### config.mk
export PLATFORM = sky130hd
export DESIGN_NAME = dbdf_back
export DESIGN_NICKNAME = d
export VERILOG_FILES = /design/src/rtl/core/dbdf_pkg.sv /design/src/rtl/core/dbdf_back.sv
export SDC_FILE = /design/constraint.sdc
export NUM_CORES = 2
export LEC_CHECK = 0
export ABC_AREA = 1
export BUFFER_PORTS_ARGS = -buffer_cell sky130_fd_sc_hd__buf_4
export CORE_MARGIN = 4
export CORE_UTILIZATION = 40
export DETAILED_ROUTE_END_ITERATION = 16
export HOLD_SLACK_MARGIN = 0.1
export PLACE_DENSITY = 0.59
export SYNTH_ARGS = -nofsm -noshare
export SYNTH_HDL_FRONTEND = slang
export SYNTH_SLANG_ARGS = --single-unit
### constraint.sdc
create_clock -name clock -period 17.2 [get_ports clock]
set_input_delay 2.58 -clock clock [delete_from_list [all_inputs] [get_ports clock]]
set_output_delay 2.58 -clock clock [all_outputs]
set_load 0.005 [all_outputs]
### src/rtl/core/dbdf_pkg.sv
`timescale 1ns / 1ps

package dbdf_pkg;

   localparam int MaxClasses    = 256;
   localparam int ImgMax        = 8192;
   localparam int CsrIndexWidth = 3;
   localparam int CsrDataWidth  = 24;

   typedef enum logic [CsrIndexWidth-1:0] {
      CSR_CLASS_NUM       = 3'd0,
      CSR_SCORE_THRESHOLD = 3'd1,
      CSR_INVERSE_SCALE   = 3'd2,
      CSR_PAD_LEFT        = 3'd3,
      CSR_PAD_TOP         = 3'd4,
      CSR_IMAGE_WIDTH     = 3'd5,
      CSR_IMAGE_HEIGHT    = 3'd6
   } csr_index_type;

   typedef struct packed {
      logic [8:0]  class_num;
      logic [15:0] score_threshold;
      logic [23:0] inverse_scale;
      logic [11:0] pad_left;
      logic [11:0] pad_top;
      logic [13:0] image_width;
      logic [13:0] image_height;
   } cfg_type;

   typedef struct packed {
      logic [15:0] candidate_id;
      logic [15:0] class_score;
      logic [15:0] center_x;
      logic [15:0] center_y;
      logic [15:0] box_w_in;
      logic [15:0] box_h_in;
   } req_type;

   typedef struct packed {
      logic [15:0] out_candidate;
      logic [7:0]  out_class;
      logic [15:0] out_score;
      logic [12:0] box_left;
      logic [12:0] box_top;
      logic [13:0] box_width_out;
      logic [13:0] box_height_out;
   } rsp_type;

   // Identity of a kept candidate, carried alongside the box math
   typedef struct packed {
      logic [15:0] candidate_id;
      logic [7:0]  win_class;
      logic [15:0] win_score;
   } meta_type;

   typedef struct packed {
      meta_type    meta;
      logic [15:0] center_x;
      logic [15:0] center_y;
      logic [15:0] box_w;
      logic [15:0] box_h;
   } job_type;

   // Queue handshake between front and back
   typedef struct packed {
      logic    valid;
      job_type job;
   } job_xfer_type;

endpackage

### src/rtl/core/dbdf_back.sv
`timescale 1ns / 1ps

module dbdf_back import dbdf_pkg::*; (
   input  logic    clock,
   input  logic    reset,
   input  cfg_type cfg,
   input  logic    head_valid,
   input  job_type head,
   output logic    pop,
   output logic    rsp_valid,
   input  logic    rsp_stall,
   output rsp_type rsp_data
);

   // Stage 1: sign and magnitude of the padded corner offsets (Q.5)
   logic               v1_ff, v1_in;
   meta_type           meta1_ff;
   logic               sx1_ff, sx1_in, sy1_ff, sy1_in;
   logic [17:0]        mx1_ff, mx1_in, my1_ff, my1_in;
   logic [15:0]        bw1_ff, bh1_ff;
   logic [17:0]        posx, negx, posy, negy;

   // Stage 2: products with the inverse scale
   logic               v2_ff, v2_in;
   meta_type           meta2_ff;
   logic               sx2_ff, sy2_ff;
   logic [41:0]        px2_ff, px2_in, py2_ff, py2_in;
   logic [39:0]        pw2_ff, pw2_in, ph2_ff, ph2_in;

   // Stage 3: truncated corner and size in image pixels
   logic               v3_ff, v3_in;
   meta_type           meta3_ff;
   logic signed [21:0] lx3_ff, lx3_in, ty3_ff, ty3_in;
   logic [19:0]        wd3_ff, wd3_in, ht3_ff, ht3_in;

   // Stage 4: far edges
   logic               v4_ff, v4_in;
   meta_type           meta4_ff;
   logic signed [21:0] lx4_ff, ty4_ff;
   logic signed [22:0] rx4_ff, rx4_in, by4_ff, by4_in;

   // Clip and output register
   logic               rsp_valid_ff, rsp_valid_in;
   rsp_type            rsp_data_ff, rsp_data_in;
   logic [13:0]        iw, ih;
   logic signed [22:0] x1, x2, y1, y2, dx, dy;
   logic               keep;

   logic               ld1, ld2, ld3, ld4, ld_out, drain4;

   // Load enables: a stage takes new data when empty or when it moves on
   assign ld_out = !rsp_valid_ff || !rsp_stall;
   assign drain4 = keep ? ld_out : 1'b1;
   assign ld4    = !v4_ff || drain4;
   assign ld3    = !v3_ff || ld4;
   assign ld2    = !v2_ff || ld3;
   assign ld1    = !v1_ff || ld2;
   assign pop    = head_valid && ld1;

   assign v1_in = ld1 ? head_valid : v1_ff;
   assign v2_in = ld2 ? v1_ff : v2_ff;
   assign v3_in = ld3 ? v2_ff : v3_ff;
   assign v4_in = ld4 ? v3_ff : v4_ff;

   // 2*c - (size + 32*pad), split into sign and magnitude
   always_comb begin
      posx   = {1'b0, head.center_x, 1'b0};
      negx   = {2'b0, head.box_w} + {1'b0, cfg.pad_left, 5'b0};
      posy   = {1'b0, head.center_y, 1'b0};
      negy   = {2'b0, head.box_h} + {1'b0, cfg.pad_top, 5'b0};
      sx1_in = posx < negx;
      sy1_in = posy < negy;
      mx1_in = sx1_in ? negx - posx : posx - negx;
      my1_in = sy1_in ? negy - posy : posy - negy;
   end

   assign px2_in = 42'(mx1_ff) * 42'(cfg.inverse_scale);
   assign py2_in = 42'(my1_ff) * 42'(cfg.inverse_scale);
   assign pw2_in = 40'(bw1_ff) * 40'(cfg.inverse_scale);
   assign ph2_in = 40'(bh1_ff) * 40'(cfg.inverse_scale);

   // Truncate the magnitude, then restore the sign: rounds toward zero
   assign lx3_in = sx2_ff ? -$signed({1'b0, px2_ff[41:21]}) : $signed({1'b0, px2_ff[41:21]});
   assign ty3_in = sy2_ff ? -$signed({1'b0, py2_ff[41:21]}) : $signed({1'b0, py2_ff[41:21]});
   assign wd3_in = pw2_ff[39:20];
   assign ht3_in = ph2_ff[39:20];

   assign rx4_in = 23'(lx3_ff) + $signed({3'b0, wd3_ff});
   assign by4_in = 23'(ty3_ff) + $signed({3'b0, ht3_ff});

   always_comb begin
      iw   = (cfg.image_width > 14'(ImgMax)) ? 14'(ImgMax) : cfg.image_width;
      ih   = (cfg.image_height > 14'(ImgMax)) ? 14'(ImgMax) : cfg.image_height;
      x1   = lx4_ff[21] ? '0 : 23'(lx4_ff);
      y1   = ty4_ff[21] ? '0 : 23'(ty4_ff);
      x2   = (rx4_ff < $signed({9'b0, iw})) ? rx4_ff : $signed({9'b0, iw});
      y2   = (by4_ff < $signed({9'b0, ih})) ? by4_ff : $signed({9'b0, ih});
      keep = (x2 > x1) && (y2 > y1);
      dx   = x2 - x1;
      dy   = y2 - y1;

      rsp_data_in.out_candidate  = meta4_ff.candidate_id;
      rsp_data_in.out_class      = meta4_ff.win_class;
      rsp_data_in.out_score      = meta4_ff.win_score;
      rsp_data_in.box_left       = x1[12:0];
      rsp_data_in.box_top        = y1[12:0];
      rsp_data_in.box_width_out  = dx[13:0];
      rsp_data_in.box_height_out = dy[13:0];

      // Drop empty boxes here; they never reach the output register
      rsp_valid_in = ld_out ? (v4_ff && keep) : rsp_valid_ff;
   end

   always_ff @(posedge clock) begin
      if (reset) begin
         v1_ff        <= 1'b0;
         v2_ff        <= 1'b0;
         v3_ff        <= 1'b0;
         v4_ff        <= 1'b0;
         rsp_valid_ff <= 1'b0;
      end else begin
         v1_ff        <= v1_in;
         v2_ff        <= v2_in;
         v3_ff        <= v3_in;
         v4_ff        <= v4_in;
         rsp_valid_ff <= rsp_valid_in;
      end
   end

   always_ff @(posedge clock) begin
      if (ld1) begin
         meta1_ff <= head.meta;
         sx1_ff   <= sx1_in;
         sy1_ff   <= sy1_in;
         mx1_ff   <= mx1_in;
         my1_ff   <= my1_in;
         bw1_ff   <= head.box_w;
         bh1_ff   <= head.box_h;
      end
      if (ld2) begin
         meta2_ff <= meta1_ff;
         sx2_ff   <= sx1_ff;
         sy2_ff   <= sy1_ff;
         px2_ff   <= px2_in;
         py2_ff   <= py2_in;
         pw2_ff   <= pw2_in;
         ph2_ff   <= ph2_in;
      end
      if (ld3) begin
         meta3_ff <= meta2_ff;
         lx3_ff   <= lx3_in;
         ty3_ff   <= ty3_in;
         wd3_ff   <= wd3_in;
         ht3_ff   <= ht3_in;
      end
      if (ld4) begin
         meta4_ff <= meta3_ff;
         lx4_ff   <= lx3_ff;
         ty4_ff   <= ty3_ff;
         rx4_ff   <= rx4_in;
         by4_ff   <= by4_in;
      end
      if (ld_out) begin
         rsp_data_ff <= rsp_data_in;
      end
   end

   assign rsp_valid = rsp_valid_ff;
   assign rsp_data  = rsp_data_ff;

   a_box_inside_image: assert property (@(posedge clock) disable iff (reset)
      rsp_valid_ff |-> (rsp_data_ff.box_width_out != 14'd0 &&
                        rsp_data_ff.box_height_out != 14'd0 &&
                        (15'(rsp_data_ff.box_left) + 15'(rsp_data_ff.box_width_out))
                           <= 15'(ImgMax) &&
                        (15'(rsp_data_ff.box_top) + 15'(rsp_data_ff.box_height_out))
                           <= 15'(ImgMax)))
      else $error("emitted box empty or outside image");

   a_score_passed_threshold: assert property (@(posedge clock) disable iff (reset)
      rsp_valid_ff |-> (rsp_data_ff.out_score != 16'd0 &&
                        rsp_data_ff.out_score >= cfg.score_threshold))
      else $error("emitted box below score threshold");

endmodule

# Word-level counts from Yosys, hierarchy flattened
# Cells that the tools add are included.
# op_classes
mul,4
order_cmp,8
n_addsub,12
reduce_logical,14
n_mux,11
# op_table
cell,n
$mul 18x24->42,2
$mux 21,4
$mul 16x24->40,2
$add 22x21->23,2
$gt 23x22->1,2
$lt 23x15->1,2
$mux 23,2
$neg 21->22,2
$add 16x17->18,2
$lt 17x18->1,2
$mux 18,2
$sub 17x18->18,2
$sub 18x17->18,2
$gt 14x14->1 const B,2
$mux 14,2
$sub 14x14->14,2
$logic_not 1->1,6
$logic_or 1x1->1,5
$logic_and 1x1->1,3
$mux 1,1
# word_totals
output_inout_bits,96
ff_bits,669
wordCells,95
inputBits,209

# Longest topological paths before layout
# logic_depth
depth_word,12
depth_mapped,34
mapped_depth_nobuf,31

# Worst setup path after synthesis
# No wires, ideal clock.
# synth_timing
path_kind,input-to-output
start,input port cfg[6] (netlist name)
end,output port pop
setup_slack_ps,6090
t_arrival_ps,8530
path_buffers,2
stages,26
required_ps,14620
path_cell_list,nor4_1 nand2_1 o21ai_0 clkbuf_1 nand2_1 ha_1 nand4_1 nor4_1 o21ai_0 o2111ai_1 ha_1 inv_1 clkbuf_1 o21ai_0 ha_1 nand3_1 nand2_1 nand2_1 nand2_2 nand2_1 nand3_1 nand2_1 nor3_4 nand4_2 inv_1 nor2_1
# synth_between
elab_chain_cells,12
# synth_rtl
item,line,source
"start, declared",dbdf_back.sv:6,"input cfg_type cfg,"
$gt 14x14->1,dbdf_back.sv:93,ih = (cfg.image_height > 14'(ImgMax)) ? 14'(ImgMax) : cfg.image_height;
$mux 14 (*),dbdf_back.sv:93,
$lt 23x15->1,dbdf_back.sv:97,"y2 = (by4_ff < $signed({9'b0, ih})) ? by4_ff : $signed({9'b0, ih});"
$mux 23 (*),dbdf_back.sv:97,
$gt 23x22->1 (*),dbdf_back.sv:98,keep = (x2 > x1) && (y2 > y1);
$logic_and 1x1->1 (*),dbdf_back.sv:98,
$mux 1 (*),dbdf_back.sv:53,assign drain4 = keep ? ld_out : 1'b1;
$logic_or 1x1->1 (*),dbdf_back.sv:54,assign ld4 = !v4_ff || drain4;
$logic_or 1x1->1 (*),dbdf_back.sv:55,assign ld3 = !v3_ff || ld4;
$logic_or 1x1->1 (*),dbdf_back.sv:56,assign ld2 = !v2_ff || ld3;
$logic_or 1x1->1 (*),dbdf_back.sv:57,assign ld1 = !v1_ff || ld2;
named net ld1,dbdf_back.sv:49,"logic ld1, ld2, ld3, ld4, ld_out, drain4;"
$logic_and 1x1->1 (*),dbdf_back.sv:58,assign pop = head_valid && ld1;
"end, declared",dbdf_back.sv:9,"output logic pop,"
# Mark *: on every way through the listed nets, which the timed path passes. The rest lies on a longest branch.

# Worst setup path after layout
# Same ends and word-level chain as after synthesis.

==> impl_metrics.env <==
export IMPL_clk_pin_slew_ps=60
export IMPL_fin_crit_sh_pct=68.4
export IMPL_critPathSlowestCell="o21ai_0"
export IMPL_setup_violations=0
export IMPL_grtUsageTotal_pct=20.8
export IMPL_dieArea_sq_um=209000
export IMPL_via_per_inst=4.93
export IMPL_r2r_setup_slack_ps=10350
export IMPL_cts_tree="built"
export IMPL_r2r_start="bh1_ff[2]"
export IMPL_grt_pass1_wl_microns=347000
export IMPL_drc=0
export IMPL_yosys_area_top_type="fa_1"
export IMPL_post_route_min_period_ps=11770
export IMPL_insertion_delay_ps=650
export IMPL_netlist_area_sq_um=80500
export IMPL_worst_slew_pin_slew_ps=1260
export IMPL_nNetsFinal=11514
export IMPL_ctsHoldBuffers=0
export IMPL_die_width_microns=457
export IMPL_drv_cap=0
export IMPL_yosysUniqueCellTypes=59
export IMPL_critPathCaptureType="output pin"
export IMPL_globalplace_congestion=0.910
export IMPL_synth_most_common_cell="nand2_1"
export IMPL_post_cts_buffers=0
export IMPL_arrival_ps=9190
export IMPL_core_area_sq_um=200000
export IMPL_grt_overflow_total=0
export IMPL_crit_path_start_kind="input port"
export IMPL_clock_sink_count=585
export IMPL_synthArstFlopShare_pct=0
export IMPL_drt_total_wl_microns=213000
export IMPL_cp_max_fo=43
export IMPL_outcome="complete, no violations"
export IMPL_cts_root_buf="clkbuf_16"
export IMPL_h_tree_depth=3
export IMPL_antenna_found_initial=7
export IMPL_grt_pass1_vias=63302
export IMPL_fin_skew_ps=35.5
export IMPL_max_stage_delay_ps=770
export IMPL_avgRoutedWirePerCell_microns=17.7
export IMPL_hold_viol=0
export IMPL_cts_buffer_depth=3
export IMPL_fmax_mhz=85.0
export IMPL_final_layout_size_suffix_gt1_share_pct=5.29
export IMPL_start_util_pct=40.3
export IMPL_synth_top_cell_area_share_pct=32.8
export IMPL_synth_flop_cell="edfxtp_1"
export IMPL_std_cell_rows=164
export IMPL_rsz0062_at_grt="no"
export IMPL_vias=59440
export IMPL_ys_ff_latch=585
export IMPL_yosysWarnings=0
export IMPL_setup_ws_ps=5430
export IMPL_cts_buffers=67
export IMPL_io_pins=305
export IMPL_cpMostUsedCell="nand2_1"
export IMPL_post_place_ws_ps=5070
export IMPL_drtPass1Iterations=5
export IMPL_port_buffers=279
export IMPL_drtAntennaViolNets=0
export IMPL_holdCritStartpoint="ph2_ff[38]"
export IMPL_ys_seq_area_share_pct=21.8
export IMPL_synth_edf_count=580
export IMPL_cp_startpoint="cfg[6]"
export IMPL_yosys_top_cells_count="nand2_1, inv_1, fa_1"
export IMPL_syn_area_per_cell_sq_um=8.69
export IMPL_worstHoldPathType="flip-flop to flip-flop"
export IMPL_dpl_hpwl_microns=168000
export IMPL_path_class="input port to output pin"
export IMPL_postSynthNetCount=11438
export IMPL_syn2layout_area_growth_pct=8.70
export IMPL_die_y_microns=457
export IMPL_relSlewSlack_pct=16.0
export IMPL_maxSlewViolCount=0
export IMPL_tns_ps=0
export IMPL_grt_max_degree=72
export IMPL_cts_resized=0
export IMPL_detail_route_iter0_violations=3946
export IMPL_synth_area_leaders="fa_1, edfxtp_1, nand2_1, inv_1, ha_1"
export IMPL_syn_inst=9267
export IMPL_crit_required_ps=14620
layout make-up:
class	count	area, sq um
fill	19618	112000
multi-input combinational	5995	52900
sequential	585	17500
inverter	2343	8810
tap	2656	3320
timing repair buffer	351	2640
clock buffer	82	1780
clock inverter	36	588
antenna	3	7.51
metrics by stage:
step	area, sq um	instances	util, %	hold WS, ps
detailed placement	85100	11930	42.6	405
CTS	87500	12048	43.8	399
floorplan	80500	9267	-	400
finish	87500	12051	43.8	406
global placement	85100	11930	42.6	400
global route	87500	12049	43.8	411
critical path, delay by kind of cell:
kind	cells	cell delay [ps]
AND/OR/NAND/NOR	15	3030
adder cells (fa/ha/maj)	3	1260
buffers and inverters	4	1010
AO/OA/AOI/OAI	4	1270
logic make-up (layout without fill, tap and decap cells):
group           Yosys count  after routing  share of synthesized area (%)
compound gates          753            753                           5.26
other cells               0              3                              0
flops                   585            585                           21.8
simple gates           3014           3014                           14.7
buf+inv                2687           2812                           12.6
xor+xnor                266            266                           2.89
fa+ha+maj              1962           1962                           42.8
registers in the layout, indices dropped and copies added, names as in the netlist, 15 cells and up:
signal / cells
rsp_data: 94
py2_ff: 21
ty3_ff: 22
ph2_ff: 20
bw1_ff: 15
px2_ff: 21
ht3_ff: 20
meta1_ff: 40
wd3_ff: 20
mx1_ff: 18
by4_ff: 23
ty4_ff: 22
meta2_ff: 40
meta3_ff: 40
lx3_ff: 22
pw2_ff: 20
my1_ff: 18
meta4_ff: 40
lx4_ff: 22
bh1_ff: 15
rx4_ff: 23
path summary, 6_finish.rpt:
path                                    to  depth (start not counted)
worst max-delay path                   pop                         26
worst min-delay path            ht3_ff[18]                          0
worst max register to register  ph2_ff[37]                         21
worst min register to register  ht3_ff[18]                          0
layer usage:
layer	wire, microns	share of wire, %	up-vias	GRT usage, %
li1	-	-	27794	-
met1	99100	47	29431	30.3
met2	94100	44	1949	32.5
met3	16100	7.6	266	4.03
met4	3820	1.8	0	4.07
met5	0	0	-	0
placed cells by master (no fill, tap or decap), types with 6 or more instances in the layout:
cell and instances:
xor2_1 193, o21ai_0 211, xnor2_1 73, a21boi_0 7
o21bai_1 34, ha_1 642, o21a_1 19, buf_4 351
nor4_1 22, edfxtp_1 580, clkbuf_16 69, clkinv_1 6
nand3_1 126, and3_1 10, a21oi_1 346, nand2_1 2402
a21o_1 32, clkbuf_1 13, bufinv_16 14, inv_1 2334
fa_1 1320, a31oi_1 41, nand2_2 7, nand4_1 32
nor2_1 344, a211oi_1 8, nor3_1 50, o211ai_1 10
o21ai_1 16
Power is left out: the tool's default activity adds up to more than one toggle a clock period on the data nets, which glitch-free logic cannot reach.
