**src/rtl/core/dbdf_pkg.sv**
```systemverilog
`timescale 1ns / 1ps

package dbdf_pkg;

   localparam int MaxClasses    = 256;
   localparam int ImgMax        = 8192;
   localparam int CsrIndexWidth = 3;
   localparam int CsrDataWidth  = 24;

   typedef enum logic [CsrIndexWidth-1:0] {
      CSR_CLASS_NUM       = 3'd0,
      CSR_SCORE_THRESHOLD = 3'd1,
      CSR_INVERSE_SCALE   = 3'd2,
      CSR_PAD_LEFT        = 3'd3,
      CSR_PAD_TOP         = 3'd4,
      CSR_IMAGE_WIDTH     = 3'd5,
      CSR_IMAGE_HEIGHT    = 3'd6
   } csr_index_type;

   typedef struct packed {
      logic [8:0]  class_num;
      logic [15:0] score_threshold;
      logic [23:0] inverse_scale;
      logic [11:0] pad_left;
      logic [11:0] pad_top;
      logic [13:0] image_width;
      logic [13:0] image_height;
   } cfg_type;

   typedef struct packed {
      logic [15:0] candidate_id;
      logic [15:0] class_score;
      logic [15:0] center_x;
      logic [15:0] center_y;
      logic [15:0] box_w_in;
      logic [15:0] box_h_in;
   } req_type;

   typedef struct packed {
      logic [15:0] out_candidate;
      logic [7:0]  out_class;
      logic [15:0] out_score;
      logic [12:0] box_left;
      logic [12:0] box_top;
      logic [13:0] box_width_out;
      logic [13:0] box_height_out;
   } rsp_type;

   // Identity of a kept candidate, carried alongside the box math
   typedef struct packed {
      logic [15:0] candidate_id;
      logic [7:0]  win_class;
      logic [15:0] win_score;
   } meta_type;

   typedef struct packed {
      meta_type    meta;
      logic [15:0] center_x;
      logic [15:0] center_y;
      logic [15:0] box_w;
      logic [15:0] box_h;
   } job_type;

   // Queue handshake between front and back
   typedef struct packed {
      logic    valid;
      job_type job;
   } job_xfer_type;

endpackage

```
**src/rtl/core/dbdf_front.sv**
```systemverilog
`timescale 1ns / 1ps

module dbdf_front import dbdf_pkg::*; (
   input  logic         clock,
   input  logic         reset,
   input  logic         req_valid,
   output logic         req_stall,
   input  req_type      req_data,
   input  cfg_type      cfg,
   input  logic         queue_full,
   output job_xfer_type push
);

   logic [15:0] top_score_ff, top_score_in;
   logic [7:0]  top_class_ff, top_class_in;
   logic        best_valid_ff, best_valid_in;
   logic [7:0]  class_counter_ff, class_counter_in;

   logic        accept;
   logic        last;
   logic        win;
   logic [8:0]  count_eff;
   logic [15:0] upd_score;
   logic [7:0]  upd_class;
   logic        upd_valid;

   assign req_stall = queue_full;
   assign accept    = req_valid && !queue_full;

   always_comb begin
      if (cfg.class_num == 9'd0) begin
         count_eff = 9'd1;
      end else if (cfg.class_num > 9'(MaxClasses)) begin
         count_eff = 9'(MaxClasses);
      end else begin
         count_eff = cfg.class_num;
      end
   end

   // Strict compare: first maximum wins, zero never wins
   assign win       = req_data.class_score > top_score_ff;
   assign upd_score = win ? req_data.class_score : top_score_ff;
   assign upd_class = win ? class_counter_ff : top_class_ff;
   assign upd_valid = win || best_valid_ff;
   assign last      = ({1'b0, class_counter_ff} + 9'd1) >= count_eff;

   always_comb begin
      top_score_in     = top_score_ff;
      top_class_in     = top_class_ff;
      best_valid_in    = best_valid_ff;
      class_counter_in = class_counter_ff;
      if (accept) begin
         if (last) begin
            top_score_in     = '0;
            top_class_in     = '0;
            best_valid_in    = 1'b0;
            class_counter_in = '0;
         end else begin
            top_score_in     = upd_score;
            top_class_in     = upd_class;
            best_valid_in    = upd_valid;
            class_counter_in = class_counter_ff + 8'd1;
         end
      end
   end

   always_comb begin
      push.valid                  = accept && last && upd_valid &&
                                    (upd_score >= cfg.score_threshold);
      push.job.meta.candidate_id  = req_data.candidate_id;
      push.job.meta.win_class     = upd_class;
      push.job.meta.win_score     = upd_score;
      push.job.center_x           = req_data.center_x;
      push.job.center_y           = req_data.center_y;
      push.job.box_w              = req_data.box_w_in;
      push.job.box_h              = req_data.box_h_in;
   end

   always_ff @(posedge clock) begin
      if (reset) begin
         top_score_ff     <= '0;
         top_class_ff     <= '0;
         best_valid_ff    <= 1'b0;
         class_counter_ff <= '0;
      end else begin
         top_score_ff     <= top_score_in;
         top_class_ff     <= top_class_in;
         best_valid_ff    <= best_valid_in;
         class_counter_ff <= class_counter_in;
      end
   end

   a_candidate_end_clears: assert property (@(posedge clock) disable iff (reset)
      (accept && last) |=> (class_counter_ff == 8'd0 && !best_valid_ff &&
                            top_score_ff == 16'd0))
      else $error("argmax state not cleared at end of candidate");

endmodule

```
**config.mk**
```make
export PLATFORM = sky130hd
export DESIGN_NAME = dbdf_front
export DESIGN_NICKNAME = d
export VERILOG_FILES = /design/src/rtl/core/dbdf_pkg.sv /design/src/rtl/core/dbdf_front.sv
export SDC_FILE = /design/constraint.sdc
export NUM_CORES = 1
export LEC_CHECK = 0
export ABC_CLOCK_PERIOD_IN_PS = 12200
export BUFFER_PORTS_ARGS = -buffer_cell sky130_fd_sc_hd__buf_2
export CAP_MARGIN = 40
export CORE_AREA = 2 2 121 123
export CTS_BUF_LIST = sky130_fd_sc_hd__clkbuf_2
export CTS_CLUSTER_DIAMETER = 30
export CTS_CLUSTER_SIZE = 40
export DETAILED_ROUTE_END_ITERATION = 10
export DIE_AREA = 0 0 123 125
export GPL_ROUTABILITY_DRIVEN = 1
export PLACE_DENSITY = 0.66
export SYNTH_ARGS = -nofsm -noshare
export SYNTH_HDL_FRONTEND = slang
export SYNTH_SLANG_ARGS = --single-unit
```
**constraint.sdc**
```tcl
create_clock -name clock -period 12.2 [get_ports clock]
set_clock_uncertainty 0.2 [all_clocks]
set_input_delay 1.83 -clock clock [delete_from_list [all_inputs] [get_ports clock]]
set_output_delay 1.83 -clock clock [all_outputs]
set_load 0.02 [all_outputs]
```
======== Word level (Yosys, flattened, before mapping) ========
Index checks and enable logic that the tools add are counted.
operators by class
  add/subtract/negate cells ............... 2
  magnitude comparators ................... 4
  muxes and demuxes ....................... 8
  reduce and logical (&&, ||, !) cells .... 7
operators with widths
  cell                   number
  $mux W16               2
  $mux W8                3
  $mux W9                2
  $ge A16 B16 Y1         1
  $gt A16 B16 Y1         1
  $add A8 B1 Y9 const B  1
  $ge A9 B9 Y1           1
  $gt A9 B9 Y1 const B   1
  $logic_not A9 Y1       1
  $add A8 B1 Y8 const B  1
  $logic_and A1 B1 Y1    4
  $logic_not A1 Y1       1
  $logic_or A1 B1 Y1     1
  $mux W1                1
word-level totals
  register bits ........................... 33
  bits of input ports ..................... 201
  output and inout bits ................... 106
  word-level logic and storage cells ...... 25

======== Logic depth before layout (Yosys ltp) ========
Gate-level depths: netlist (run 1).
  depth in word-level cells ............... 7
  depth in mapped cells ................... 17
  mapped depth without buffers ............ 15

======== Worst setup path before layout (run 1) ========
OpenSTA, ideal clock, no wires.
  path kind ............................... input to output
  from .................................... input port req_data[78] (netlist bit)
  to ...................................... output port push[104] (netlist bit)
  arrival time ............................ 5.373 ns
  data required time ...................... 10.170 ns
  slack ................................... 4.797 ns
  cell stages on the path ................. 14
  buffers on the path ..................... 2
  cell sequence ........................... ha_1 a21oi_2 nand2_1 a221o_1 o31a_2 buf_4 buf_2 nand2_1 o21ai_0 ha_1 nand4_1 a2111oi_0 a2111oi_0 nor4_1
RTL lines
  item             RTL line          RTL
  start, declared  dbdf_front.sv:8   input req_type req_data,
  end, declared    dbdf_front.sv:11  output job_xfer_type push

==> qor.txt, run 1 <==
Dpl hpwl: 6.41 mm
Clock transition at path regs: 0.18 ns
Post-Layout Cell Count: 608
TritonCTS clock tree: built
Total Wirelength: 8.21 mm
Startpoint types: input port
Final Hold Fails: 0
Area grow syn2layout: -1.12%
Syn Area/Cell: 7.87 um2
Placer Congestion: 0.750
Sequential-to-total area share from yosys stat: 0.190
Routed vias/inst: 4.40
Gate count of the mapped netlist: 441
Post_cts resized: 0
Final nets: 666
Skew-Pair Late Insertion Delay: 0.39 ns
Fillers: 1596
Setup TNS: 0 ns
Drt first pass iters: 4
Critical path capture point type: output pin
Clk sinks: 33
Worst-Margin Slew: 0.664 ns
All-layer global routing usage: 0.104
Slew Limit Headroom: 0.551
Total congestion overflow: 0
WP data required: 10.17 ns
Critical path type: input port to output pin
Die width: 123 um
Vias in the first global route: 2453
Max-capacitance violation count: 0
Unrepaired setup endpoints after global routing: false
FF-to-FF path depth: 12
Max Root-Sink Buffers: 2
Critical R2R Capture: top_score_ff[0]
Ys Warns: 0
Worst endpoint data arrival time: 6.09 ns
Final setup viols: 0
Flop-to-flop setup slack: 8.38 ns
Hold buffers post-CTS: 0
H-tree Lvls: 2
N_diodes: 0
Most frequent cells in the layout: 70 x buf_2, 49 x nand2_1, 44 x inv_1
# port buffers: 70
Fin. max-slew vios: 0
LEAKAGE: 1.49 nW
Largest net degree at the start of global routing: 33
Crit path launch: req_data[78]
Crit path time final: 8.12 ns
# rows: 44
Final instance area: 3430 um2
TritonCTS buffer count: 5
DP Cell Count: 600
Global-route wire length before repair: 12.6 mm
Status: finished, final reports clean
Chip Height: 125 um
Wire length per cell: 13.5 um
Initial core utilization: 0.244
DIE AREA: 15400 um2
Reg-to-reg startpoint: class_counter_ff[0]
Worst hold path type: flop to flop
VDD IR max: 0.0000219 V
Number of distinct library cells after synthesis: 38
DRC: 0
Mapped cell area: 3470 um2
Share of cells above drive strength 1: 0.248
Placed Area: 3390 um2
Final period util: 0.666
Number of buffers added for setup after CTS: 0
Critical path endpoint: push[104]
Vias: 2677
IO Count: 307
Clock root cell: clkbuf_2
Most common cell after layout, fill and taps aside: buf_2
CP max FO: 29
Core ar.: 14200 um2
Initial antenna violation count: 0
Final antenna-violating net count: 0
Cell Pwr Density: 76.3 nW/um2
Initial DRC Count: 105
Achievable Freq: 123 MHz
Post-Syn Nets: 684
Yosys reg bits: 33
[through the flow]
| step | hold slack, ns | util | setup slack, ns | total power [mW] |
|---|---|---|---|---|
| 3_3_place_gp | 0.282 | 0.237 | 3.69 | 0.207 |
| 6_report | 0.308 | 0.242 | 4.08 | 0.262 |
| 5_1_grt | 0.326 | 0.242 | 3.69 | 0.285 |
| 4_1_cts | 0.310 | 0.242 | 3.91 | 0.267 |
| 2_1_floorplan | 0.271 | - | 4.80 | 0.218 |
| 3_5_place_dp | 0.288 | 0.239 | 3.91 | 0.210 |
[cell families (layout without fill, tap and decap cells)]
family,after synthesis,after routing,share of synthesized area
buffers and inverters,144,127,0.251
adders and majority gates,42,42,0.151
AOI/OAI and AO/OA,95,95,0.220
muxes,2,2,0.00577
DFF,33,33,0.190
and+or+nand+nor,119,119,0.167
xor gates and xnor gates,6,6,0.0151
[how the worst min path moves through the flow]
stage                    start              end  slack [ns]  cells past startpoint
2_1_floorplan  top_score_ff[0]  top_score_ff[0]        0.27                      2
3_5_place_dp   top_class_ff[7]  top_class_ff[7]        0.29                      2
4_1_cts        top_class_ff[7]  top_class_ff[7]        0.31                      2
6_report       top_class_ff[1]  top_class_ff[1]        0.31                      2
3_3_place_gp   top_class_ff[6]  top_class_ff[6]        0.28                      2
5_1_grt        top_class_ff[4]  top_class_ff[4]        0.33                      2
[final cells by class]
class | count | area (um2) | share of cell area
repair buffers | 74 | 389 | 0.113
clock buffers | 5 | 25.0 | 0.00729
multi-input cells | 264 | 1940 | 0.565
inverters | 45 | 169 | 0.0492
well taps | 184 | 230 | 0.0671
clock inverters | 3 | 17.5 | 0.00510
flip-flops and latches | 33 | 661 | 0.192
[flip-flops by register name, indices dropped and copies added (netlist names)]
register          flops
best_valid_ff         1
class_counter_ff      8
top_class_ff          8
top_score_ff         16
[routing by layer]
metal | vias up | share of wire | global-route usage
met2 | 81 | 0.46 | 0.171
met3 | 47 | 0.059 | 0.0151
met1 | 1168 | 0.43 | 0.128
li1 | 1381 | - | -
met5 | - | 0 | 0
met4 | 0 | 0.051 | 0.0635
[worst max-delay path: stages]
cell and delay [ns]:
buf_2 0.12, ha_1 0.34, nand4_1 0.20, nor4_1 0.43, a21boi_1 0.32, o31a_2 0.52, buf_4 0.35, mux2i_1 0.28
ha_1 0.26, nand2b_1 0.14, a21o_1 0.17, a21oi_1 0.15, o21ai_0 0.13, a2111oi_0 0.40, buf_1 0.21, nor4_1 0.07
buf_2 0.17
[where the power goes]
| part | internal (mW) | switching [mW] | leakage, nW |
|---|---|---|---|
| Combinational | 0.0357 | 0.0576 | 1.19 |
| Clock | 0.0134 | 0.0424 | 0.0287 |
| Sequential | 0.111 | 0.00148 | 0.268 |
| Total | 0.160 | 0.101 | 1.49 |
[cells in the mapped netlist]
master,n,share of area
buf_4,82,0.18
nand2_1,49,0.053
inv_1,44,0.048
ha_1,42,0.15
o21ai_0,34,0.049
dfxtp_1,33,0.19
nand2b_1,26,0.047
a21oi_1,23,0.033
o32ai_2,19,0.089
nor2_1,13,0.014
clkbuf_1,10,0.011
nand3_1,7,0.010
and3_1,5,0.0090
buf_2,5,0.0072
nand4_1,5,0.0090
nor2b_1,5,0.0090
o32ai_1,5,0.013
xnor2_1,4,0.010
a21o_1,3,0.0065
nor4_1,3,0.0054
a2111oi_0,2,0.0050
a211oi_1,2,0.0043
and2_1,2,0.0036
buf_6,2,0.0065
mux2i_1,2,0.0058
xor2_1,2,0.0050
a21boi_1,1,0.0022
a21oi_2,1,0.0025
a221o_1,1,0.0029
a31o_2,1,0.0025
a41oi_1,1,0.0025
clkinv_1,1,0.0011
nand3b_1,1,0.0022
nor3_1,1,0.0014
o21a_4,1,0.0043
o31a_2,1,0.0029
or2_2,1,0.0018
or3_1,1,0.0018
No activity file was read; power rests on OpenSTA's default activity.
==> run 2, diff against run 1 <==
Settings changed: ABC_AREA from default to 1, ABC_CLOCK_PERIOD_IN_PS 12200 to 8450, CORE_AREA 2 2 121 123 to 2 2 119 121, DIE_AREA 0 0 123 125 to 0 0 121 123, PLACE_DENSITY 0.66 to 0.68.
Clock period 12.2 ns to 8.45 ns, I/O delays scaled along.
==> run 2 against run 1 <==
- clock-buffer cell count unchanged
- non-clock buffer count decreased by 1
- register-to-register slack got worse by 3.1 ns
- global-route usage increased by 1.6 points
- clock power increased by 100%
- critical path type unchanged
- largest power group is now combinational logic
==> qor.txt, run 2 <==
Global-route wire length before repair: 14.0 mm
Fin util: 0.261
Largest net degree at the start of global routing: 33
Post-Layout Cell Count: 704
Max-capacitance violation count: 0
Final nets: 765
DIE AREA: 14900 um2
Dpl hpwl: 6.88 mm
Initial antenna violation count: 1
Placed Area: 3480 um2
Largest cells by area after synthesis: dfxtp_1 19%, buf_4 17%, ha_1 15%
IO Count: 307
Post-synth EDFFs: 0
Ys Warns: 0
Total congestion overflow: 0
Skew-Pair Late Insertion Delay: 0.37 ns
Crit path depth: 17
Worst stage delay on the critical path: 0.46 ns
Clock root cell: clkbuf_2
Hold buffers post-CTS: 0
TritonCTS clock tree: built
# port buffers: 70
Vias in the first global route: 2884
Number of flip-flops in the largest register: 16
Share of cells above drive strength 1: 0.168
Startpoint types: input port
Clock transition at path regs: 0.21 ns
Final antenna-violating net count: 0
Initial core utilization: 0.261
Cells along the critical path: buf_2 -> ha_1 -> nand4_1 -> nor3_2 -> nand2_1 -> nand2_2 -> nand2_4 -> nand2_1 -> and2_1 -> ha_1 -> a21oi_1 -> o21ai_0 -> nor2_1 -> o21ai_0 -> nor2_1 -> nor3_1 -> buf_2
Critical R2R Capture: top_score_ff[14]
Worst endpoint data arrival time: 4.54 ns
Final setup viols: 0
Main synth FF type: dfxtp_1
Sequential-to-total area share from yosys stat: 0.186
Vias: 2989
Top-count cell post-synth: nand2_1
LEAKAGE: 1.75 nW
Max Root-Sink Buffers: 2
Fin. max-slew vios: 0
Clk sinks: 33
Post-synth top cells: 103 x nand2_1, 82 x buf_4, 81 x inv_1
Final Hold Fails: 0
Wire length per cell: 12.4 um
Largest Register: top_score_ff
Unrepaired setup endpoints after global routing: false
Ys async rst share: 0
Initial DRC Count: 115
Die width: 121 um
Mapped cell area: 3550 um2
Cell Pwr Density: 136 nW/um2
Flop-to-flop setup slack: 5.24 ns
H-tree Lvls: 2
Chip Height: 123 um
Number of buffers added for setup after CTS: 0
# rows: 43
DP Cell Count: 695
Achievable Freq: 166 MHz
Area occupied by multi-input gates: 1900 um2
Slowest stage cell, crit path: nand2_2
Post-Syn Nets: 781
CP delay by family, top: simple AND/OR/NAND/NOR gates
Routed vias/inst: 4.25
Most frequent cells in the layout: 103 x nand2_1, 81 x inv_1, 70 x buf_2
Syn Area/Cell: 6.61 um2
CP max FO: 26
Drt first pass iters: 4
Largest registers: top_score_ff: 16 flops, class_counter_ff: 8 flops, top_class_ff: 8 flops
Critical path capture point type: output pin
Area grow syn2layout: 0.0352%
Total Wirelength: 8.73 mm
Status: finished, final reports clean
Crit path time final: 6.01 ns
Number of distinct library cells after synthesis: 25
Gate count of the mapped netlist: 538
Critical path type: input port to output pin
DRC: 0
Slew Limit Headroom: 0.558
Post-synth top area share: 0.186
Fillers: 1543
Crit path launch: req_data[75]
VDD IR max: 0.0000626 V
FF-to-FF path depth: 14
Worst hold path type: flop to flop
TritonCTS buffer count: 5
Yosys reg bits: 33
Worst hold slack: 0.278 ns
Setup TNS: 0 ns
WP data required: 6.98 ns
Sequential Area: 661 um2
Core ar.: 13600 um2
Final instance area: 3560 um2
All-layer global routing usage: 0.120
CP Buf/Inv Count: 2
Critical path endpoint: push[104]
Worst-Margin Slew: 0.663 ns
Final period util: 0.711
Most common cell after layout, fill and taps aside: nand2_1
Placer Congestion: 0.753
Post_cts resized: 0
Cell taking the most area after synthesis: dfxtp_1
Reg-to-reg startpoint: class_counter_ff[0]
[run 2: changes by cell type after synthesis, sizes merged, moves of 6 or more]
cell | previous run | this run
nand3 | 7 | 53
nand2 | 49 | 105
nor2 | 13 | 22
nand2b | 26 | 0
and2 | 2 | 23
inv | 44 | 81
o21ai | 34 | 8
a21oi | 24 | 52
nor3 | 1 | 7
o32ai | 24 | 0
[run 2: cells by family (layout without fill, tap and decap cells)]
kind of cell	after synthesis	count (layout)	share of synthesized area
compound gates	62	62	0.0887
other cells	0	1	0
flops	33	33	0.186
xor+xnor	6	6	0.0148
simple gates	218	218	0.283
buf+inv	177	162	0.280
fa+ha+maj	42	42	0.148
[run 2: power breakdown]
part           leakage [nW]  internal [mW]  switching [mW]
Clock                0.0392         0.0505          0.0610
Sequential            0.268          0.164         0.00408
Combinational          1.44         0.0752           0.129
Total                  1.75          0.290           0.194
[run 2: worst reg2reg max path: cells and delay by family (launching register included)]
kind                     cells  cell delay, ns
flip-flops                   1            0.45
buffers and inverters        2            0.48
XOR/XNOR                     1            0.22
AO/OA/AOI/OAI                1            0.13
adder cells (fa/ha/maj)      1            0.28
AND/OR/NAND/NOR              9            1.40
[run 2: how the worst min path moves through the flow]
stage | to | slack [ns] | start | cells past startpoint
floorplan | top_score_ff[7] | 0.24 | top_score_ff[7] | 2
global placement | top_score_ff[3] | 0.25 | top_score_ff[3] | 2
detailed placement | top_class_ff[4] | 0.26 | top_class_ff[4] | 2
CTS | top_class_ff[7] | 0.28 | top_class_ff[7] | 2
global route | top_score_ff[2] | 0.29 | top_score_ff[2] | 2
finish | top_class_ff[3] | 0.28 | top_class_ff[3] | 2
[run 2: routing by layer]
metal	routed length, um	GRT usage	part of all wire	vias to the layer above
li1	-	-	-	1596
met1	3750	0.137	0.43	1293
met2	3980	0.205	0.46	78
met3	734	0.0364	0.084	22
met4	267	0.0545	0.031	0
met5	0	0	0	-
[run 2: area by class of cell]
cell class | count | share of cell area
inverters | 81 | 0.0855
clock inverters | 3 | 0.0130
diodes | 1 | 0.000704
flip-flops and latches | 33 | 0.186
multi-input cells | 328 | 0.534
clock buffers | 5 | 0.00704
well taps | 180 | 0.0633
repair buffers | 73 | 0.110
[run 2: per-stage QoR]
step / setup slack [ns] / total power [mW]
3_3_place_gp: 2.33 / 0.375
5_1_grt: 1.99 / 0.531
4_1_cts: 2.32 / 0.496
2_1_floorplan: 3.18 / 0.372
6_report: 2.44 / 0.484
3_5_place_dp: 2.33 / 0.380
