**src/rtl/core/dbdf_pkg.sv**
```systemverilog
`timescale 1ns / 1ps

package dbdf_pkg;

   localparam int MaxClasses    = 256;
   localparam int ImgMax        = 8192;
   localparam int CsrIndexWidth = 3;
   localparam int CsrDataWidth  = 24;

   typedef enum logic [CsrIndexWidth-1:0] {
      CSR_CLASS_NUM       = 3'd0,
      CSR_SCORE_THRESHOLD = 3'd1,
      CSR_INVERSE_SCALE   = 3'd2,
      CSR_PAD_LEFT        = 3'd3,
      CSR_PAD_TOP         = 3'd4,
      CSR_IMAGE_WIDTH     = 3'd5,
      CSR_IMAGE_HEIGHT    = 3'd6
   } csr_index_type;

   typedef struct packed {
      logic [8:0]  class_num;
      logic [15:0] score_threshold;
      logic [23:0] inverse_scale;
      logic [11:0] pad_left;
      logic [11:0] pad_top;
      logic [13:0] image_width;
      logic [13:0] image_height;
   } cfg_type;

   typedef struct packed {
      logic [15:0] candidate_id;
      logic [15:0] class_score;
      logic [15:0] center_x;
      logic [15:0] center_y;
      logic [15:0] box_w_in;
      logic [15:0] box_h_in;
   } req_type;

   typedef struct packed {
      logic [15:0] out_candidate;
      logic [7:0]  out_class;
      logic [15:0] out_score;
      logic [12:0] box_left;
      logic [12:0] box_top;
      logic [13:0] box_width_out;
      logic [13:0] box_height_out;
   } rsp_type;

   // Identity of a kept candidate, carried alongside the box math
   typedef struct packed {
      logic [15:0] candidate_id;
      logic [7:0]  win_class;
      logic [15:0] win_score;
   } meta_type;

   typedef struct packed {
      meta_type    meta;
      logic [15:0] center_x;
      logic [15:0] center_y;
      logic [15:0] box_w;
      logic [15:0] box_h;
   } job_type;

   // Queue handshake between front and back
   typedef struct packed {
      logic    valid;
      job_type job;
   } job_xfer_type;

endpackage

```
**src/rtl/core/dbdf_queue.sv**
```systemverilog
`timescale 1ns / 1ps

module dbdf_queue import dbdf_pkg::*; #(
   parameter int DEPTH = 4
) (
   input  logic         clock,
   input  logic         reset,
   input  job_xfer_type push,
   output logic         full,
   input  logic         pop,
   output logic         head_valid,
   output job_type      head
);

   localparam int PtrWidth   = $clog2(DEPTH);
   localparam int CountWidth = $clog2(DEPTH + 1);

   job_type               entry_ff [DEPTH];
   logic [PtrWidth-1:0]   wr_ptr_ff, wr_ptr_in;
   logic [PtrWidth-1:0]   rd_ptr_ff, rd_ptr_in;
   logic [CountWidth-1:0] count_ff, count_in;

   assign full       = count_ff == CountWidth'(DEPTH);
   assign head_valid = count_ff != '0;
   assign head       = entry_ff[rd_ptr_ff];

   always_comb begin
      wr_ptr_in = wr_ptr_ff;
      rd_ptr_in = rd_ptr_ff;
      if (push.valid) begin
         wr_ptr_in = (wr_ptr_ff == PtrWidth'(DEPTH - 1)) ? '0 : wr_ptr_ff + PtrWidth'(1);
      end
      if (pop) begin
         rd_ptr_in = (rd_ptr_ff == PtrWidth'(DEPTH - 1)) ? '0 : rd_ptr_ff + PtrWidth'(1);
      end
      case ({push.valid, pop})
         2'b10:   count_in = count_ff + CountWidth'(1);
         2'b01:   count_in = count_ff - CountWidth'(1);
         default: count_in = count_ff;
      endcase
   end

   always_ff @(posedge clock) begin
      if (reset) begin
         wr_ptr_ff <= '0;
         rd_ptr_ff <= '0;
         count_ff  <= '0;
      end else begin
         wr_ptr_ff <= wr_ptr_in;
         rd_ptr_ff <= rd_ptr_in;
         count_ff  <= count_in;
      end
   end

   always_ff @(posedge clock) begin
      if (push.valid) begin
         entry_ff[wr_ptr_ff] <= push.job;
      end
   end

   a_no_push_when_full: assert property (@(posedge clock) disable iff (reset)
      push.valid |-> !full)
      else $error("push into full queue");

   a_no_pop_when_empty: assert property (@(posedge clock) disable iff (reset)
      pop |-> head_valid)
      else $error("pop from empty queue");

endmodule

```
**config.mk**
```make
export PLATFORM = sky130hd
export DESIGN_NAME = dbdf_queue
export DESIGN_NICKNAME = d
export VERILOG_FILES = /design/src/rtl/core/dbdf_pkg.sv /design/src/rtl/core/dbdf_queue.sv
export SDC_FILE = /design/constraint.sdc
export NUM_CORES = 1
export LEC_CHECK = 0
export BUFFER_PORTS_ARGS = -buffer_cell sky130_fd_sc_hd__buf_2
export CAP_MARGIN = 0
export CORE_AREA = 2 2 163 165
export DETAILED_ROUTE_END_ITERATION = 8
export DIE_AREA = 0 0 165 167
export HOLD_SLACK_MARGIN = 0.1
export PLACE_DENSITY = 0.83
export SYNTH_ARGS = -nofsm -noshare
export SYNTH_HDL_FRONTEND = slang
export SYNTH_SLANG_ARGS = --single-unit
```
**constraint.sdc**
```tcl
create_clock -name clock -period 10.9 [get_ports clock]
set_input_delay 2.18 -clock clock [delete_from_list [all_inputs] [get_ports clock]]
set_output_delay 2.18 -clock clock [all_outputs]
set_load 0.02 [all_outputs]
```
Yosys cells after proc, flatten, opt, wreduce, memory -nomap -nowiden. Memories as Yosys holds them, arrays and structs flattened. A register that Yosys moved wholly into a read port is not among the register bits. Cells that the tools add are included.

Register bits after elaboration: 7. Bits in read-only memories: 0. Logic and storage cells: 22. Memories kept: 1. Memory bits (writable): 416. Input port bits: 108. Bits in latches: 0.

Memory list: entry_ff (depth 4, width 104, rd ports 1, clocked after Yosys merged registers in 1, write ports 1, line dbdf_queue.sv:18) `job_type entry_ff [DEPTH];`.

Equal/unequal tests: 5. $lt $le $gt $ge: 0. Reductions and logical operators: 2. Bitwise operators: 0. Multipliers: 0. Shift-type cells: 0. Divide/modulo/power cells: 0. Add/subtract/negate cells: 4. Mux-type cells: 7.

Operator list (number): 2-bit 2-to-1 mux (4); 2-bit equality test, second input constant (3); 3-bit one-hot mux with 2 select lines (1); 2-bit by 1-bit adder with 2-bit output, second input constant (2); 3-bit by 1-bit adder with 3-bit output, second input constant (1); 3-bit equality test, second input constant (1); 3-bit nonzero test (1); 3-bit by 1-bit subtractor with 3-bit output, second input constant (1); 2-bit by 1-bit equality test with 1-bit output, second input constant (1); 1-bit 2-to-1 mux (2); 2-bit nonzero test (1).

Longest topological paths before layout. Gate-level depths: netlist of the first run.

Depth after elaboration: 4. Depth in mapped cells: 6. Mapped depth without buffers: 6.

Worst setup path after synthesis of the first run. Ideal clock, no wire load.

Kind: input to register. From: input port push[104] (netlist bit). To: memory entry_ff[0][0] (netlist bit), enable pin. Stages: 1. Path buffers: 0. Slack: 5.848 ns. Arrival time: 4.578 ns. Data required time: 10.426 ns. Cell sequence: and2_1.

Cells in the longest elaborated chain, start to end: 2.

Ends and longest elaborated chain: start: declaration (line dbdf_queue.sv:8) `input job_xfer_type push,`; 1-bit 2-to-1 mux (line dbdf_queue.sv:56) `if (push.valid) begin`; 1-bit 2-to-1 mux (not written as such) (line dbdf_queue.sv:57) `entry_ff[wr_ptr_ff] <= push.job;`; end: declaration (line dbdf_queue.sv:18).

No other way between the ends.

==> results of run 1 <==
layer usage:
metal  up-vias  global-route usage [%]
li1       3017                       -
met1      3584                    26.6
met2       237                    35.0
met3        48                    6.53
met4         6                    5.18
met5         -                       0
area by class of cell:
cell class              instances  area, µm²  area share, %
multi-input cells             135       2600           14.4
inverters                       4       15.0         0.0831
diodes                          6       15.0         0.0831
repair buffers                220       1120           6.19
clock inverters                18        130          0.720
flip-flops and latches        425      12700           70.2
clock buffers                  54       1100           6.07
well taps                     335        419           2.32
kinds of logic (layout without fill, tap and decap cells):
| kind of cell | count (synthesis) | count (layout) | synth area share (%) |
|---|---|---|---|
| compound gates | 4 | 4 | 0.129 |
| buf+inv | 28 | 296 | 1.33 |
| simple gates | 15 | 15 | 0.534 |
| fa+ha+maj | 7 | 7 | 0.615 |
| flops | 425 | 425 | 81.9 |
| other cells | 0 | 6 | 0 |
| mux | 107 | 107 | 15.3 |
| xor+xnor | 2 | 2 | 0.113 |
Yosys cell counts (all sizes together):
library cell	number	area, µm²
fa	1	20.0
nor3b	3	22.5
a21oi	3	15.0
or3	2	12.5
and2	4	25.0
dfxtp	9	180
clkbuf	5	18.8
o21ai	1	5.00
edfxtp	416	12500
xnor2	1	8.76
nor2	6	22.5
xor2	1	8.76
buf	19	171
mux4	104	2340
inv	4	15.0
ha	6	75.1
mux2i	3	30.0
final timing paths:
kind | depth (start not counted) | endpoint | from
setup reg to reg | 3 | entry_ff[3][67] | wr_ptr_ff[0]
hold / removal | 2 | count_ff[2] | count_ff[2]
hold reg to reg | 2 | count_ff[2] | count_ff[2]
setup / recovery | 3 | head[39] | register
power by group:
part / switching [mW] / leakage [nW] / total [mW] / internal, mW
combinational: 0.189 / 1.58 / 0.316 / 0.127
clock: 0.555 / 0.595 / 1.29 / 0.734
sequential: 0.0238 / 3.90 / 1.89 / 1.87
worst min-delay path, stage by stage, from the launching register on:
cell and delay (ps):
dfxtp_1 330, o21ai_0 80, a21oi_1 60
stage by stage:
| step | area, µm² | std cells |
|---|---|---|
| 2_1_floorplan | 15500 | 588 |
| 3_3_place_gp | 16800 | 1119 |
| 3_5_place_dp | 16800 | 1119 |
| 4_1_cts | 18100 | 1191 |
| 5_1_grt | 18100 | 1194 |
| 6_report | 18100 | 1197 |
state kept, by name, indices dropped and copies added, names as in the netlist, named ones only:
signal / count
rd_ptr_ff: 2
wr_ptr_ff: 2
count_ff: 3
entry_ff: 416
==> impl_metrics.env, run 1 <==
export IMPL_fin_util_pct=70.1
export IMPL_drt_iter0_drc=559
export IMPL_synthCells=588
export IMPL_hold_slack_ps=520
export IMPL_fin_nets=943
export IMPL_grt_max_degree=60
export IMPL_syn_to_final_growth_pct=16.9
export IMPL_ys_seq_elements=425
export IMPL_setup_tns_final_ps=0
export IMPL_drc_errors=0
export IMPL_setup_slack_ps=5950
export IMPL_p_total_mw=3.49
export IMPL_floorplan_initialDensity_pct=60.0
export IMPL_drv_slew=0
export IMPL_synth_cell_area_um2=15500
export IMPL_max_stage_delay_ps=780
export IMPL_finalHoldViolCount=0
export IMPL_die_h_um=167
export IMPL_grt_pass1_vias=7508
export IMPL_hpwl_mm=16.9
export IMPL_critical_path_slowest_cell="dfxtp_4"
export IMPL_met2_length_mm=14.5
export IMPL_root_buffer="clkbuf_16"
export IMPL_hold_buffers=0
export IMPL_ys_types=19
export IMPL_setup_violations=0
export IMPL_post_cts_buffers=0
export IMPL_post_cts_resized=0
export IMPL_crit_type="reg -> out"
export IMPL_yosysWarnings=0
export IMPL_cts_tree="built"
export IMPL_dp_slack_ps=6460
export IMPL_die_area_um2=27600
export IMPL_hold_path_class="reg -> reg"
export IMPL_wirelength_met1_mm=10.8
export IMPL_power_density_nw_per_um2=193
export IMPL_grt_antenna_before_repair=9
export IMPL_wl_met3_mm=2.34
export IMPL_fin_crit_sh_pct=45.4
export IMPL_grt_pass1_wl_mm=42.8
export IMPL_placementRows=59
export IMPL_grt_overflow_total=0
export IMPL_die_w_um=165
export IMPL_r2r_slack_ps=8480
export IMPL_layout_common_cells="edfxtp_1 (416), buf_2 (213), mux4_2 (104)"
export IMPL_status="finished clean"
export IMPL_critPathBufInv=2
export IMPL_final_common_cell="edfxtp_1"
export IMPL_fmax_ghz=0.202
export IMPL_htree_levels=2
export IMPL_drive_above_1_share_pct=44.6
export IMPL_start_kind="register"
export IMPL_num_vias=6892
export IMPL_syn_nets=703
export IMPL_core_region_area_um2=25800
export IMPL_power_leakage_nw=6.07
export IMPL_maxCapViolCount=0
export IMPL_clock_sinks=425
export IMPL_cp_cell_sequence="buf_4 > mux4_2 > buf_2"
export IMPL_detail_route_antenna_nets=0
export IMPL_nFillCells=1493
export IMPL_rsz0062_at_grt="no"
export IMPL_tightestPinTransition_ps=952
export IMPL_cts_path_max_buffers=3
export IMPL_port_buffers=213
export IMPL_required_ps=8720
export IMPL_peakVddDrop_v=0.000169
export IMPL_wl_mm=28.0
export IMPL_cp_end_kind="output pin"
export IMPL_cp_arrival_ps=2770
export IMPL_cts_buffers=42
export IMPL_ys_seq_area_share_pct=81.9
export IMPL_path_clk_slew_ps=60
export IMPL_io_pins=214
export IMPL_critPathTopFamily="buffers and inverters"
export IMPL_place_gp_congestion=0.734
export IMPL_insertion_delay_ps=530
export IMPL_fin_crit_ps=4950
export IMPL_via_per_inst=5.76
export IMPL_drt_pass1_iterations=4
export IMPL_wl_per_cell_um=23.4
export IMPL_slew_headroom_pct=36.5
export IMPL_highest_layer="met5"
export IMPL_track_usage_pct=20.8
export IMPL_path_max_fanout=59
export IMPL_avgSynthCellArea_um2=26.3
export IMPL_finClkSkew_ps=9.14
Note: power is estimated with default switching activity, not from simulation.
==> inputs of run 2 (changes only) <==
--- a/config.mk
+++ b/config.mk
@@ -7,11 +7,11 @@
 export LEC_CHECK = 0
 export BUFFER_PORTS_ARGS = -buffer_cell sky130_fd_sc_hd__buf_2
 export CAP_MARGIN = 0
-export CORE_AREA = 2 2 163 165
+export CORE_AREA = 2 2 168 170
 export DETAILED_ROUTE_END_ITERATION = 8
-export DIE_AREA = 0 0 165 167
+export DIE_AREA = 0 0 170 172
 export HOLD_SLACK_MARGIN = 0.1
-export PLACE_DENSITY = 0.83
+export PLACE_DENSITY = 0.79
 export SYNTH_ARGS = -nofsm -noshare
 export SYNTH_HDL_FRONTEND = slang
 export SYNTH_SLANG_ARGS = --single-unit
==> constraint.sdc (replaced) <==
create_clock -name clock -period 4.9 [get_ports clock]
set_input_delay 0.98 -clock clock [delete_from_list [all_inputs] [get_ports clock]]
set_output_delay 0.98 -clock clock [all_outputs]
set_load 0.02 [all_outputs]
==> run 2 against run 1 <==
Global-route usage shrank 2.0 points. Total power increased by 130%. Clock skew is 2.2 ps lower. Critical endpoint is now head[36]. Largest cell class unchanged.
==> impl_metrics.env, run 2 (synthesized netlist as in run 1, its figures left out) <==
export IMPL_top_register="entry_ff"
export IMPL_critPathTopFamily="flip-flops"
export IMPL_root_buffer="clkbuf_16"
export IMPL_core_region_area_um2=27500
export IMPL_path_clk_slew_ps=60
export IMPL_largestRegisters="entry_ff (416), count_ff (3)"
export IMPL_htree_levels=2
export IMPL_detail_route_antenna_nets=0
export IMPL_setup_violations=0
export IMPL_final_area_um2=18200
export IMPL_drive_above_1_share_pct=45.0
export IMPL_fin_crit_sh_pct=72.3
export IMPL_fin_nets=942
export IMPL_slew_headroom_pct=37.4
export IMPL_critPathBufInv=2
export IMPL_post_cts_buffers=0
export IMPL_syn_to_final_growth_pct=17.9
export IMPL_critical_path_slowest_cell="dfxtp_4"
export IMPL_wl_per_cell_um=22.7
export IMPL_clock_sinks=425
export IMPL_grt_antenna_before_repair=4
export IMPL_max_stage_delay_ps=710
export IMPL_cts_buffers=41
export IMPL_cp_cell_sequence="buf_12 > mux4_2 > buf_2"
export IMPL_r2r_slack_ps=2840
export IMPL_track_usage_pct=18.8
export IMPL_worstReg2RegEnd="entry_ff[0][62]"
export IMPL_grt_max_degree=62
export IMPL_port_buffers=213
export IMPL_required_ps=3920
export IMPL_final_common_cell="edfxtp_1"
export IMPL_fin_crit_ps=3540
export IMPL_drt_pass1_iterations=4
export IMPL_p_total_mw=7.96
export IMPL_peakVddDrop_v=0.000350
export IMPL_drc_errors=0
export IMPL_grt_overflow_total=0
export IMPL_drt_iter0_drc=589
export IMPL_power_leakage_nw=6.13
export IMPL_worstHoldStart="rd_ptr_ff[0]"
export IMPL_floorplan_initialDensity_pct=56.3
export IMPL_fmax_ghz=0.282
export IMPL_place_gp_congestion=0.704
export IMPL_cts_tree="built"
export IMPL_cp_arrival_ps=2560
export IMPL_die_area_um2=29200
export IMPL_tightestPinTransition_ps=938
export IMPL_io_pins=214
export IMPL_power_density_nw_per_um2=437
export IMPL_hold_depth=2
export IMPL_num_vias=6926
export IMPL_setup_tns_final_ps=0
export IMPL_wl_mm=27.3
export IMPL_grt_pass1_vias=7183
export IMPL_finClkSkew_ps=6.91
export IMPL_hpwl_mm=16.1
export IMPL_die_h_um=172
export IMPL_grt_pass1_wl_mm=40.8
export IMPL_hold_buffers=0
export IMPL_die_w_um=170
export IMPL_dpl_cell_area_um2=16900
export IMPL_path_max_fanout=60
export IMPL_maxCapViolCount=0
export IMPL_cp_end_kind="output pin"
export IMPL_crit_type="reg -> out"
export IMPL_via_per_inst=5.76
export IMPL_layout_common_cells="edfxtp_1 (416), buf_2 (213), mux4_2 (104)"
export IMPL_placementRows=61
export IMPL_r2r_start="wr_ptr_ff[0]"
export IMPL_finalHoldViolCount=0
export IMPL_status="finished clean"
export IMPL_rsz0062_at_grt="no"
export IMPL_post_cts_resized=0
export IMPL_r2r_cells=4
export IMPL_drv_slew=0
export IMPL_cts_path_max_buffers=3
export IMPL_start_kind="register"
export IMPL_hold_path_class="reg -> reg"
export IMPL_largest_reg_flops=416
export IMPL_insertion_delay_ps=510
## run 2: cell count changes in the layout (fill, tap and decap cells not counted), moves of 2 or more
cell       before  now
buf_12          0    6
buf_4           7    1
diode_2         6    1
bufinv_16       1    5
inv_6           3    0
clkbuf_8        0    2
clkinv_1        8    6
clkinv_2        4    6
## run 2: layout make-up
type | instances | area, µm²
well taps | 346 | 433
multi-input cells | 135 | 2600
flip-flops and latches | 425 | 12700
clock buffers | 54 | 1090
diodes | 1 | 2.50
clock inverters | 18 | 210
fillers | 1766 | 9250
inverters | 4 | 15.0
repair buffers | 220 | 1190
## run 2: through the flow
stage | instances | hold WS [ps] | worst slack, ps | utilization, %
3_5_place_dp | 1130 | 500 | 1810 | 61.6
3_3_place_gp | 1130 | 475 | 1810 | 61.6
2_1_floorplan | 588 | 455 | 1050 | -
5_1_grt | 1202 | 561 | 1140 | 66.3
6_report | 1203 | 544 | 1360 | 66.3
4_1_cts | 1202 | 536 | 1240 | 66.3
## run 2: worst register-to-register path, cell delays in order (launching register included)
cell	delay [ps]
dfxtp_1	350
inv_1	90
ha_1	140
and2_4	690
buf_12	360
## run 2: routing by layer
layer / track usage, % / wire length (µm) / vias up
met5: 0 / 55 / -
met4: 5.46 / 633 / 8
met3: 5.40 / 2060 / 60
met2: 30.7 / 13300 / 235
met1: 25.3 / 11300 / 3604
li1: - / - / 3019
## run 2: worst max path at each step
stage / startpoint / to / cells after the start
3_3_place_gp: register / head[97] / 3
2_1_floorplan: push[104] / entry_ff[0][0] / 1
6_report: register / head[36] / 3
3_5_place_dp: register / head[97] / 3
4_1_cts: register / head[97] / 3
5_1_grt: register / head[33] / 3
## run 2: power by group
| part | switching [mW] | total, mW | internal [mW] |
|---|---|---|---|
| logic | 0.412 | 0.701 | 0.290 |
| clock network | 1.22 | 3.05 | 1.83 |
| registers | 0.0608 | 4.21 | 4.15 |
==> inputs of run 3 (changes only) <==
--- a/config.mk
+++ b/config.mk
@@ -7,11 +7,11 @@
 export LEC_CHECK = 0
 export BUFFER_PORTS_ARGS = -buffer_cell sky130_fd_sc_hd__buf_2
 export CAP_MARGIN = 0
-export CORE_AREA = 2 2 168 170
+export CORE_AREA = 2 2 178 180
 export DETAILED_ROUTE_END_ITERATION = 8
-export DIE_AREA = 0 0 170 172
+export DIE_AREA = 0 0 180 182
 export HOLD_SLACK_MARGIN = 0.1
-export PLACE_DENSITY = 0.79
+export PLACE_DENSITY = 0.74
 export SYNTH_ARGS = -nofsm -noshare
 export SYNTH_HDL_FRONTEND = slang
 export SYNTH_SLANG_ARGS = --single-unit
==> constraint.sdc (replaced) <==
create_clock -name clock -period 3.2 [get_ports clock]
set_input_delay 0.64 -clock clock [delete_from_list [all_inputs] [get_ports clock]]
set_output_delay 0.64 -clock clock [all_outputs]
set_load 0.02 [all_outputs]
==> run 3 against run 2 <==
Utilization is 7.0 points lower. Worst setup slack worse by 1000 ps. Register-to-register slack worse by 1400 ps. Largest power group unchanged. Clock-buffer cell count grew 2. Highest routed layer unchanged. Worst hold slack got worse by 210 ps. Via count is essentially flat. Cell area is 0.84% higher. Non-clock buffer count rose by 8.
==> impl_metrics.env, run 3 (synthesized netlist as in run 1, its figures left out) <==
export IMPL_status="finished clean"
export IMPL_post_cts_resized=0
export IMPL_wl_per_cell_um=22.0
export IMPL_grt_met1_usage_pct=23.7
export IMPL_grt_max_degree=60
export IMPL_r2r_start="wr_ptr_ff[0]"
export IMPL_htree_levels=2
export IMPL_largestRegisters="entry_ff (416), count_ff (3)"
export IMPL_required_ps=2560
export IMPL_fin_crit_sh_pct=88.8
export IMPL_tightestPinTransition_ps=699
export IMPL_insertion_delay_ps=520
export IMPL_clock_sinks=425
export IMPL_top_register="entry_ff"
export IMPL_power_leakage_nw=6.18
export IMPL_path_clk_slew_ps=60
export IMPL_cts_buffers=42
export IMPL_die_h_um=182
export IMPL_cts_path_max_buffers=3
export IMPL_final_common_cell="edfxtp_1"
export IMPL_grt_busiest_layer="met2"
export IMPL_floorplan_initialDensity_pct=49.9
export IMPL_track_usage_pct=17.2
export IMPL_detail_route_antenna_nets=0
export IMPL_met2_usage_pct=27.8
export IMPL_critical_path_slowest_cell="mux4_2"
export IMPL_grt_pass1_vias=7413
export IMPL_drt_pass1_iterations=5
export IMPL_grt_antenna_before_repair=3
export IMPL_hold_buffers=0
export IMPL_drt_iter0_drc=500
export IMPL_crit_type="reg -> out"
export IMPL_fin_nets=951
export IMPL_power_switching_mw=2.63
export IMPL_fin_util_pct=59.3
export IMPL_largest_reg_flops=416
export IMPL_use_met3_pct=4.69
export IMPL_grt_pass1_wl_mm=43.2
export IMPL_peakVddDrop_v=0.000396
export IMPL_hpwl_mm=16.3
export IMPL_cts_tree="built"
export IMPL_fin_crit_ps=2840
export IMPL_setup_violations=0
export IMPL_wl_mm=28.0
export IMPL_power_frac_comb_pct=9.2
export IMPL_finalHoldViolCount=0
export IMPL_drv_slew=0
export IMPL_cp_cell_sequence="buf_12 > mux4_2 > buf_2"
export IMPL_core_region_area_um2=31000
export IMPL_die_area_um2=32800
export IMPL_num_vias=6928
export IMPL_pwr_share_seq_pct=52.8
export IMPL_io_pins=214
export IMPL_fmax_ghz=0.352
export IMPL_place_gp_congestion=0.702
export IMPL_grt_overflow_total=0
export IMPL_placementRows=65
export IMPL_root_buffer="clkbuf_16"
export IMPL_via_per_inst=5.43
export IMPL_die_w_um=180
export IMPL_cp_end_kind="output pin"
export IMPL_p_total_mw=12.1
export IMPL_worstHoldStart="push[63]"
export IMPL_port_buffers=213
export IMPL_p_sw_share_pct=21.7
export IMPL_rsz0062_at_grt="no"
export IMPL_setup_tns_final_ps=0
export IMPL_multiInputGateArea_um2=2600
export IMPL_finClkSkew_ps=13.1
export IMPL_hold_path_class="in -> reg"
export IMPL_nFillCells=2222
export IMPL_hold_slack_ps=333
export IMPL_drc_errors=0
export IMPL_start_kind="register"
export IMPL_power_density_nw_per_um2=660
export IMPL_p_int_mw=9.51
export IMPL_maxCapViolCount=0
export IMPL_path_max_fanout=55
export IMPL_drive_above_1_share_pct=44.9
export IMPL_register_area_um2=12700
export IMPL_max_stage_delay_ps=620
export IMPL_post_cts_buffers=0
export IMPL_syn_to_final_growth_pct=18.9
export IMPL_slew_headroom_pct=53.4
export IMPL_clkPwrFrac_pct=38.0
export IMPL_layout_common_cells="edfxtp_1 (416), buf_2 (213), mux4_2 (104)"
export IMPL_cp_arrival_ps=2200
[run 3: cell count changes in the layout (fill, tap and decap cells not counted)]
cell / delta
buf_12: +2
clkinv_2: -2
diode_2: +4
bufinv_16: -2
inv_6: +1
buf_4: +6
clkinv_4: +1
clkbuf_1: +2
clkbuf_8: -2
clkbuf_16: +2
clkinvlp_4: -1
clkinv_1: +5
[run 3: through the flow]
stage | std cells | cell area, µm² | setup WS (ps)
after global placement | 1194 | 17100 | 898
after CTS | 1270 | 18400 | 337
final | 1275 | 18400 | 358
after detailed placement | 1194 | 17100 | 908
after global routing | 1271 | 18400 | 260
after floorplan | 588 | 15500 | 833
[run 3: cell type report]
type	instances	share of cell area [%]
flip-flops and latches	425	69.0
well taps	402	2.74
diodes	5	0.0681
repair buffers	228	6.96
clock inverters	20	0.919
inverters	4	0.0817
multi-input cells	135	14.1
clock buffers	56	6.12
[run 3: routing by layer]
metal	vias to the layer above	part of all wire, %
met5	-	0.046
met4	2	1.9
met3	48	7.4
met2	233	48
met1	3612	42
li1	3033	-
[run 3: path summary, 6_finish.rpt]
path / endpoint / slack [ps] / depth (start not counted)
worst max-delay path: head[46] / 360 / 3
worst min-delay path: entry_ff[3][63] / 330 / 1
worst max register to register: entry_ff[0][85] / 1430 / 4
worst min register to register: count_ff[2] / 510 / 2
[run 3: power by group through the flow]
stage	Sequential [mW]	Clock [mW]	Combinational [mW]
6_report	6.40	4.62	1.12
5_1_grt	6.42	4.96	1.20
4_1_cts	6.41	4.74	1.14
3_5_place_dp	6.52	0	1.14
3_3_place_gp	6.51	0	1.12
2_1_floorplan	6.51	0	0.722
[run 3: worst max-delay path, delay by kind of cell, from the launching register on]
family	cells	cell delay, ps
mux	1	620
buf+inv	2	540
flops	1	410
